===== src/rtl/core/fqs_pkg.sv =====
package fqs_pkg;

  localparam int unsigned DefDepth = 16;
  localparam int unsigned ReqW     = 2;
  localparam int unsigned StatW    = 2;
  localparam int unsigned WordW    = 32;
  localparam int unsigned PosW     = 4;

  typedef enum logic [ReqW-1:0] {
    REQ_ENQ  = 2'd0,
    REQ_DEQ  = 2'd1,
    REQ_SRCH = 2'd2,
    REQ_NONE = 2'd3
  } req_e;

  typedef enum logic [StatW-1:0] {
    ST_OK       = 2'd0,
    ST_FULL     = 2'd1,
    ST_EMPTY    = 2'd2,
    ST_NOTFOUND = 2'd3
  } status_e;

  typedef enum logic [2:0] {
    RS_OK,
    RS_FULL,
    RS_EMPTY,
    RS_NOTFOUND,
    RS_DEQ,
    RS_HIT
  } res_sel_e;

  typedef struct packed {
    logic     push;
    logic     pop;
    logic     scan_init;
    logic     scan_next;
    logic     res_load;
    res_sel_e res_sel;
  } cmd_t;

  typedef struct packed {
    logic empty;
    logic full;
    logic hit;
    logic last;
  } stat_t;

endpackage


===== src/rtl/core/fqs_ctrl.sv =====
module fqs_ctrl (
  input  logic                         clk_i,
  input  logic                         rst_ni,
  input  logic                         start_i,
  input  logic [fqs_pkg::ReqW-1:0]     req_type_i,
  input  fqs_pkg::stat_t               stat_i,
  output fqs_pkg::cmd_t                cmd_o,
  output logic                         busy_o
);
  import fqs_pkg::*;

  typedef enum logic [2:0] {
    S_IDLE = 3'b001,
    S_DEQ  = 3'b010,
    S_SCAN = 3'b100
  } state_e;

  state_e state_q, state_d;

  always_ff @(posedge clk_i or negedge rst_ni) begin
    if (!rst_ni) begin
      state_q <= S_IDLE;
    end else begin
      state_q <= state_d;
    end
  end

  always_comb begin
    state_d       = state_q;
    cmd_o         = '0;
    cmd_o.res_sel = RS_OK;
    unique case (state_q)
      S_IDLE: begin
        if (start_i) begin
          unique case (req_e'(req_type_i))
            REQ_ENQ: begin
              cmd_o.res_load = 1'b1;
              if (stat_i.full) begin
                cmd_o.res_sel = RS_FULL;
              end else begin
                cmd_o.push    = 1'b1;
                cmd_o.res_sel = RS_OK;
              end
            end
            REQ_DEQ: begin
              if (stat_i.empty) begin
                cmd_o.res_load = 1'b1;
                cmd_o.res_sel  = RS_EMPTY;
              end else begin
                state_d = S_DEQ;
              end
            end
            REQ_SRCH: begin
              if (stat_i.empty) begin
                cmd_o.res_load = 1'b1;
                cmd_o.res_sel  = RS_EMPTY;
              end else begin
                cmd_o.scan_init = 1'b1;
                state_d         = S_SCAN;
              end
            end
            default: begin
              cmd_o.res_load = 1'b1;
              cmd_o.res_sel  = RS_OK;
            end
          endcase
        end
      end
      S_DEQ: begin
        cmd_o.pop      = 1'b1;
        cmd_o.res_load = 1'b1;
        cmd_o.res_sel  = RS_DEQ;
        state_d        = S_IDLE;
      end
      S_SCAN: begin
        priority if (stat_i.hit) begin
          cmd_o.res_load = 1'b1;
          cmd_o.res_sel  = RS_HIT;
          state_d        = S_IDLE;
        end else if (stat_i.last) begin
          cmd_o.res_load = 1'b1;
          cmd_o.res_sel  = RS_NOTFOUND;
          state_d        = S_IDLE;
        end else begin
          cmd_o.scan_next = 1'b1;
        end
      end
      default: begin
        state_d = S_IDLE;
      end
    endcase
  end

  assign busy_o = (state_q != S_IDLE);

endmodule


===== src/rtl/core/fqs_dp.sv =====
module fqs_dp #(
  parameter int unsigned DEPTH = fqs_pkg::DefDepth
) (
  input  logic                              clk_i,
  input  logic                              rst_ni,
  input  logic signed [fqs_pkg::WordW-1:0]  value_i,
  input  fqs_pkg::cmd_t                     cmd_i,
  output fqs_pkg::stat_t                    stat_o,
  output logic                              done_o,
  output logic [fqs_pkg::StatW-1:0]         status_o,
  output logic signed [fqs_pkg::WordW-1:0]  data_out_o,
  output logic [fqs_pkg::PosW-1:0]          position_o
);
  import fqs_pkg::*;

  localparam int unsigned AW = $clog2(DEPTH);
  localparam int unsigned OW = $clog2(DEPTH + 1);
  localparam logic [AW-1:0] LastAddr = AW'(DEPTH - 1);
  localparam logic [OW-1:0] FullOcc  = OW'(DEPTH);

  logic [WordW-1:0] mem [DEPTH];
  logic [WordW-1:0] rdata_q;
  logic [AW-1:0]    rd_addr;

  logic [AW-1:0] head_q, head_d;
  logic [AW-1:0] tail_q, tail_d;
  logic [OW-1:0] occ_q, occ_d;
  logic [AW-1:0] scan_ptr_q, scan_ptr_d;
  logic [AW-1:0] scan_idx_q, scan_idx_d;
  logic [WordW-1:0] key_q;

  logic                    done_q;
  logic [StatW-1:0]        status_q, status_d;
  logic signed [WordW-1:0] data_q, data_d;
  logic [PosW-1:0]         pos_q, pos_d;

  function automatic logic [AW-1:0] wrap_next(input logic [AW-1:0] p);
    return (p == LastAddr) ? '0 : p + 1'b1;
  endfunction

  assign rd_addr = cmd_i.scan_next ? scan_ptr_q : head_q;

  always_ff @(posedge clk_i) begin
    if (cmd_i.push) begin
      mem[tail_q] <= value_i;
    end
    rdata_q <= mem[rd_addr];
  end

  always_comb begin
    head_d     = head_q;
    tail_d     = tail_q;
    occ_d      = occ_q;
    scan_ptr_d = scan_ptr_q;
    scan_idx_d = scan_idx_q;
    if (cmd_i.push) begin
      tail_d = wrap_next(tail_q);
      occ_d  = occ_q + 1'b1;
    end
    if (cmd_i.pop) begin
      head_d = wrap_next(head_q);
      occ_d  = occ_q - 1'b1;
    end
    if (cmd_i.scan_init) begin
      scan_ptr_d = wrap_next(head_q);
      scan_idx_d = '0;
    end
    if (cmd_i.scan_next) begin
      scan_ptr_d = wrap_next(scan_ptr_q);
      scan_idx_d = scan_idx_q + 1'b1;
    end
  end

  always_ff @(posedge clk_i or negedge rst_ni) begin
    if (!rst_ni) begin
      head_q     <= '0;
      tail_q     <= '0;
      occ_q      <= '0;
      scan_ptr_q <= '0;
      scan_idx_q <= '0;
      done_q     <= 1'b0;
    end else begin
      head_q     <= head_d;
      tail_q     <= tail_d;
      occ_q      <= occ_d;
      scan_ptr_q <= scan_ptr_d;
      scan_idx_q <= scan_idx_d;
      done_q     <= cmd_i.res_load;
    end
  end

  always_ff @(posedge clk_i) begin
    if (cmd_i.scan_init) begin
      key_q <= value_i;
    end
    if (cmd_i.res_load) begin
      status_q <= status_d;
      data_q   <= data_d;
      pos_q    <= pos_d;
    end
  end

  always_comb begin
    status_d = ST_OK;
    data_d   = '0;
    pos_d    = '0;
    unique case (cmd_i.res_sel)
      RS_OK:       status_d = ST_OK;
      RS_FULL:     status_d = ST_FULL;
      RS_EMPTY:    status_d = ST_EMPTY;
      RS_NOTFOUND: status_d = ST_NOTFOUND;
      RS_DEQ:      data_d   = rdata_q;
      RS_HIT:      pos_d    = PosW'(scan_idx_q);
      default:     status_d = ST_OK;
    endcase
  end

  assign stat_o.empty = (occ_q == '0);
  assign stat_o.full  = (occ_q == FullOcc);
  assign stat_o.hit   = (rdata_q == key_q);
  assign stat_o.last  = ({1'b0, scan_idx_q} + 1'b1) == (AW + 1)'(occ_q);

  assign done_o     = done_q;
  assign status_o   = status_q;
  assign data_out_o = data_q;
  assign position_o = pos_q;

endmodule


===== src/rtl/core/fifo_queue_with_search.sv =====
// A queue of DEPTH signed 32-bit words with enqueue, dequeue and search requests. A request
// is taken when start_i is high and busy_o is low, and each request returns exactly one word
// on the result ports, shown for a single cycle with done_o high; the receiver cannot stall it.
// Enqueue and rejected requests finish without leaving the idle state and leave busy_o low,
// dequeue passes through S_DEQ for the registered memory read, and a search compares entries
// from the head in S_SCAN until a hit or the last one, since the single memory read port feeds one compare a cycle.
module fifo_queue_with_search #(
  parameter int unsigned DEPTH = fqs_pkg::DefDepth
) (
  input  logic                              clk_i,
  input  logic                              rst_ni,
  input  logic                              start_i,
  output logic                              busy_o,
  input  logic [fqs_pkg::ReqW-1:0]          req_type_i,
  input  logic signed [fqs_pkg::WordW-1:0]  value_i,
  output logic                              done_o,
  output logic [fqs_pkg::StatW-1:0]         status_o,
  output logic signed [fqs_pkg::WordW-1:0]  data_out_o,
  output logic [fqs_pkg::PosW-1:0]          position_o
);
  import fqs_pkg::*;

  cmd_t  cmd;
  stat_t stat;

  fqs_ctrl u_ctrl (
    .clk_i      (clk_i),
    .rst_ni     (rst_ni),
    .start_i    (start_i),
    .req_type_i (req_type_i),
    .stat_i     (stat),
    .cmd_o      (cmd),
    .busy_o     (busy_o)
  );

  fqs_dp #(
    .DEPTH (DEPTH)
  ) u_dp (
    .clk_i      (clk_i),
    .rst_ni     (rst_ni),
    .value_i    (value_i),
    .cmd_i      (cmd),
    .stat_o     (stat),
    .done_o     (done_o),
    .status_o   (status_o),
    .data_out_o (data_out_o),
    .position_o (position_o)
  );

endmodule

===== config.mk =====
export PLATFORM = sky130hd
export DESIGN_NAME = fifo_queue_with_search
export DESIGN_NICKNAME = d
export VERILOG_FILES = /design/src/rtl/core/fqs_pkg.sv /design/src/rtl/core/fqs_ctrl.sv /design/src/rtl/core/fqs_dp.sv /design/src/rtl/core/fifo_queue_with_search.sv
export SDC_FILE = /design/constraint.sdc
export NUM_CORES = 1
export LEC_CHECK = 0
export BUFFER_PORTS_ARGS = -buffer_cell sky130_fd_sc_hd__buf_2
export CORE_MARGIN = 2
export CORE_UTILIZATION = 56
export DETAILED_ROUTE_END_ITERATION = 8
export GPL_ROUTABILITY_DRIVEN = 1
export PLACE_DENSITY = 0.85
export SLEW_MARGIN = 20
export SYNTH_ARGS = -nofsm -noshare
export SYNTH_HDL_FRONTEND = slang
export SYNTH_HIERARCHICAL = 1
export SYNTH_SLANG_ARGS = --single-unit

===== constraint.sdc =====
create_clock -name clk_i -period 4.2 [get_ports clk_i]
set_input_delay 0.21 -clock clk_i [delete_from_list [all_inputs] [get_ports clk_i]]
set_output_delay 0.21 -clock clk_i [all_outputs]
set_load 0.02 [all_outputs]

==> reports/metrics.yaml <==
cts:
  clkTransAtPathRegs_ps: 60
  numCtsBuffers: 59
  cts_tree: "yes"
  worst_skew_pair.late_latency_ps: 620
  htree_num_levels: 2
  cts.path.max_buffers: 3
  holdBufCountCts: 33
  post-cts-setup-buffer-count: 0
  cts.root.buffer_cell: "clkbuf_16"
  postCtsResizedCells: 0
  cts.sinks: 639
synth:
  cell_taking_the_most_area_after_synthesis: "edfxtp_1"
  synth-compound-area-share_pct: 4.29
  post_synthesis_cells: 1395
  yosys_register_bits: 639
  synth-warning-count: 6
  synth_edf_count: 582
  postSynthAreaPerCell_um2: 17.5
  yosys.cell_types.count: 46
  synthMuxAreaShare_pct: 11.0
  synth_nets: 1448
  sequential_share_of_the_synthesized_area_pct: 76.6
  yosys_most_used_dff: "edfxtp_1"
  yosys.area_share.xor_xnor_pct: 1.65
  synth.cell_area_mm2: 0.0245
  synth_top_family_by_area: "multiplexers"
  post_synth_and_or_nand_nor_area_fraction_pct: 4.15
  synth_area_leaders: "edfxtp_1 (71%), mux2i_1 (11%), o22ai_1 (3.3%), dfxtp_1 (2.6%), dfrtp_1 (2.5%)"
  ys_top_cells_by_count: "edfxtp_1 (582), mux2i_1 (264), o22ai_1 (128), xor2_1 (38)"
  post-synth-top-count-cell: "edfxtp_1"
  postSynth.asyncResetShare_pct: 3.91
  synth_adder_area_share_pct: 0.849
  synth_top_area_share_pct: 71.5
sta:
  skew_ps: 20.7
  final.min_clock_period_ps: 3930
  final.period_utilization_pct: 93.5
  relSlewSlack_pct: 46.2
  final-max-slew-violation-count: 0
  rsz_0062_raised_after_global_routing: "false"
  report.final.hold_viol_count: 0
  worstMarginPinSlew_ps: 799
  final.setup.tns_ps: 0
  setup_violations: 0
  max_freq_mhz: 255
outcome:
  status: "complete, no violations"
drt:
  routed_via_density: 6.08
  number_of_drc_markers_after_the_initial_detailed_route_iteration: 1366
  drc_errors: 0
  total_wirelength_of_the_detailed_routed_design_mm: 54.9
  drt_first_pass_iters: 5
  wl_per_cell_um: 25.1
  drtAntennaViolNets: 0
  dr_total_vias: 13300
grt:
  grt_use_total_pct: 24.6
  grt_pass1_wl_mm: 80.9
  grt_max_degree: 48
  antenna_found_initial: 1
  first_global_vias: 13400
  global_route_congestion_overflow_total: 0
final_layout:
  drive_gt1_share_pct: 14.9
  areaGrowthSynthToFinish_pct: 15.5
  antenna_cells: 0
  seqCellArea_mm2: 0.0187
  fill_cells: 2754
  layout.cell_area.non_filler_mm2: 0.0283
  num-nets-final: 1605
  area_occupied_by_multi_input_gates_mm2: 0.00551
worst_hold_path:
  worstHoldPathType: "in2reg"
  worst_hold_path.num_cells: 1
power:
  p_leak_nw: 11.0
  post-layout-total-power_mw: 16.7
  power.combinational.fraction_pct: 21.9
  power.share.switching_pct: 28.7
  share_seq_of_total_power_pct: 46.7
  power_switching_mw: 4.79
  power_frac_clock_pct: 31.4
  power_density_mw_per_mm2: 592
  intPower_mw: 11.9
  ir_worst_vdd_v: 0.000439
place:
  port_buffers: 76
  total_cell_area_at_the_placement_stage_mm2: 0.0260
  dpl.hpwl_mm: 30.4
  place.gp.congestion: 0.812
die:
  fp.dieArea_mm2: 0.0454
  die_y_um: 213
  fp-row-count: 76
  top_level_ports: 77
  floorplan.initialDensity_pct: 56.8
  floorplan.die.width_um: 213
  design.core.area_mm2: 0.0431
worst_setup_path:
  critical_path_arrival_ps: 4420
  worst_r2r_path_depth: 11
  critical_path_max_stage_delay_ps: 730
  path_cells: "xor2_1 -> nor4_1 -> nand4_1 -> nor2_1 -> nor3b_2 -> mux2i_4 -> buf_4 -> buf_12 -> mux2i_1 -> o22ai_1 -> or4_1"
  start_kind: "flip-flop"
  critical_path.endpoint_type: "flip-flop"
  crit_required_ps: 4690
  setup.worst_path.class: "reg2reg"
  cpMaxStageDelayCell: "nor4_1"
  critical_path.max_fanout: 47
run:
  max_cap_viol_count: 0
## cells in the final DEF (no fill, tap or decap), types with 9 or more instances in the layout
cell / n
and2_1: 36
buf_12: 16
buf_2: 76
buf_4: 36
clkbuf_1: 19
clkbuf_16: 60
clkinv_1: 11
dfrtp_1: 24
dfxtp_1: 32
dlygate4sd3_1: 33
edfxtp_1: 582
ha_1: 15
inv_1: 15
mux2i_1: 263
nand2_1: 36
nand2b_1: 12
nor2_1: 12
nor2_4: 13
nor4_1: 9
o21ai_0: 18
o22ai_1: 128
or4_1: 33
xor2_1: 38
## flip-flops by register name (all words and copies together) (netlist names)
register,flops
u_dp/done_o,1
u_dp/occ_q,5
u_dp/scan_idx_q,4
u_dp/key_q,32
u_dp/data_out_o,32
u_dp/status_o,2
u_dp/head_q,4
u_dp/mem,512
u_dp/rdata_q,32
u_dp/position_o,4
u_ctrl/state_q,3
u_dp/scan_ptr_q,4
u_dp/tail_q,4
## cell families (layout without fill, tap and decap cells)
kind of cell             count (synthesis)  after routing
AO/OA/AOI/OAI                          170            170
adder cells (fa/ha/maj)                 16             16
buffers and inverters                   81            288
XOR/XNOR                                46             46
multiplexers                           267            267
flip-flops                             639            639
AND/OR/NAND/NOR                        176            176
## per-stage QoR
step	util (%)	instances	hold WS (ps)	setup slack (ps)
after floorplan	-	1395	-85.6	575
after global placement	60.4	2043	247	500
after detailed placement	60.4	2043	257	380
after CTS	65.6	2187	6.36	231
after global routing	65.6	2187	13.2	148
final	65.6	2187	26.1	272
## power groups by stage
stage | Sequential [mW] | Clock (mW) | Combinational, mW
after CTS | 7.80 | 5.30 | 3.63
after global routing | 7.84 | 5.55 | 3.88
after floorplan | 7.83 | 0 | 2.41
after detailed placement | 7.93 | 0 | 3.55
after global placement | 7.91 | 0 | 3.41
final | 7.81 | 5.25 | 3.66
## routing by layer
layer  wire [um]  share of wire, %  vias up  GRT usage [%]
met2       26500                48      701           40.1
met3        5250               9.6      150           5.35
met5           9             0.016        -              0
met1       20700                38     6653           31.9
li1            -                 -     5788              -
met4        2460               4.5        2           11.1
## path summary, 6_finish.rpt
kind	to	from	slack [ps]
max in group asynchronous	u_dp/done_o	rst_ni	3670
worst min register to register	u_ctrl/state_q[0]	u_ctrl/state_q[0]	550
worst max-delay path	u_dp/rdata_q[2]	u_dp/key_q[19]	270
min in group asynchronous	u_dp/occ_q[2]	rst_ni	130
worst min-delay path	u_dp/mem[14][15]	value_i[15]	30
worst max register to register	u_dp/rdata_q[2]	u_dp/key_q[19]	270
## worst max-delay path: cells and delay by family (launching register included)
family	cells	cell delay (ps)
mux	2	560
compound gates	1	160
simple gates	5	1900
buf+inv	2	550
xor+xnor	1	230
flops	1	370
## cell type report
| cell class | count | area share, % |
|---|---|---|
| multi-input combinational | 675 | 19.5 |
| sequential | 639 | 66.3 |
| tap | 585 | 2.59 |
| timing repair buffer | 161 | 4.61 |
| clock buffer | 83 | 5.76 |
| clock inverter | 28 | 0.979 |
| inverter | 16 | 0.213 |
Power figures use the tool's default switching activity.
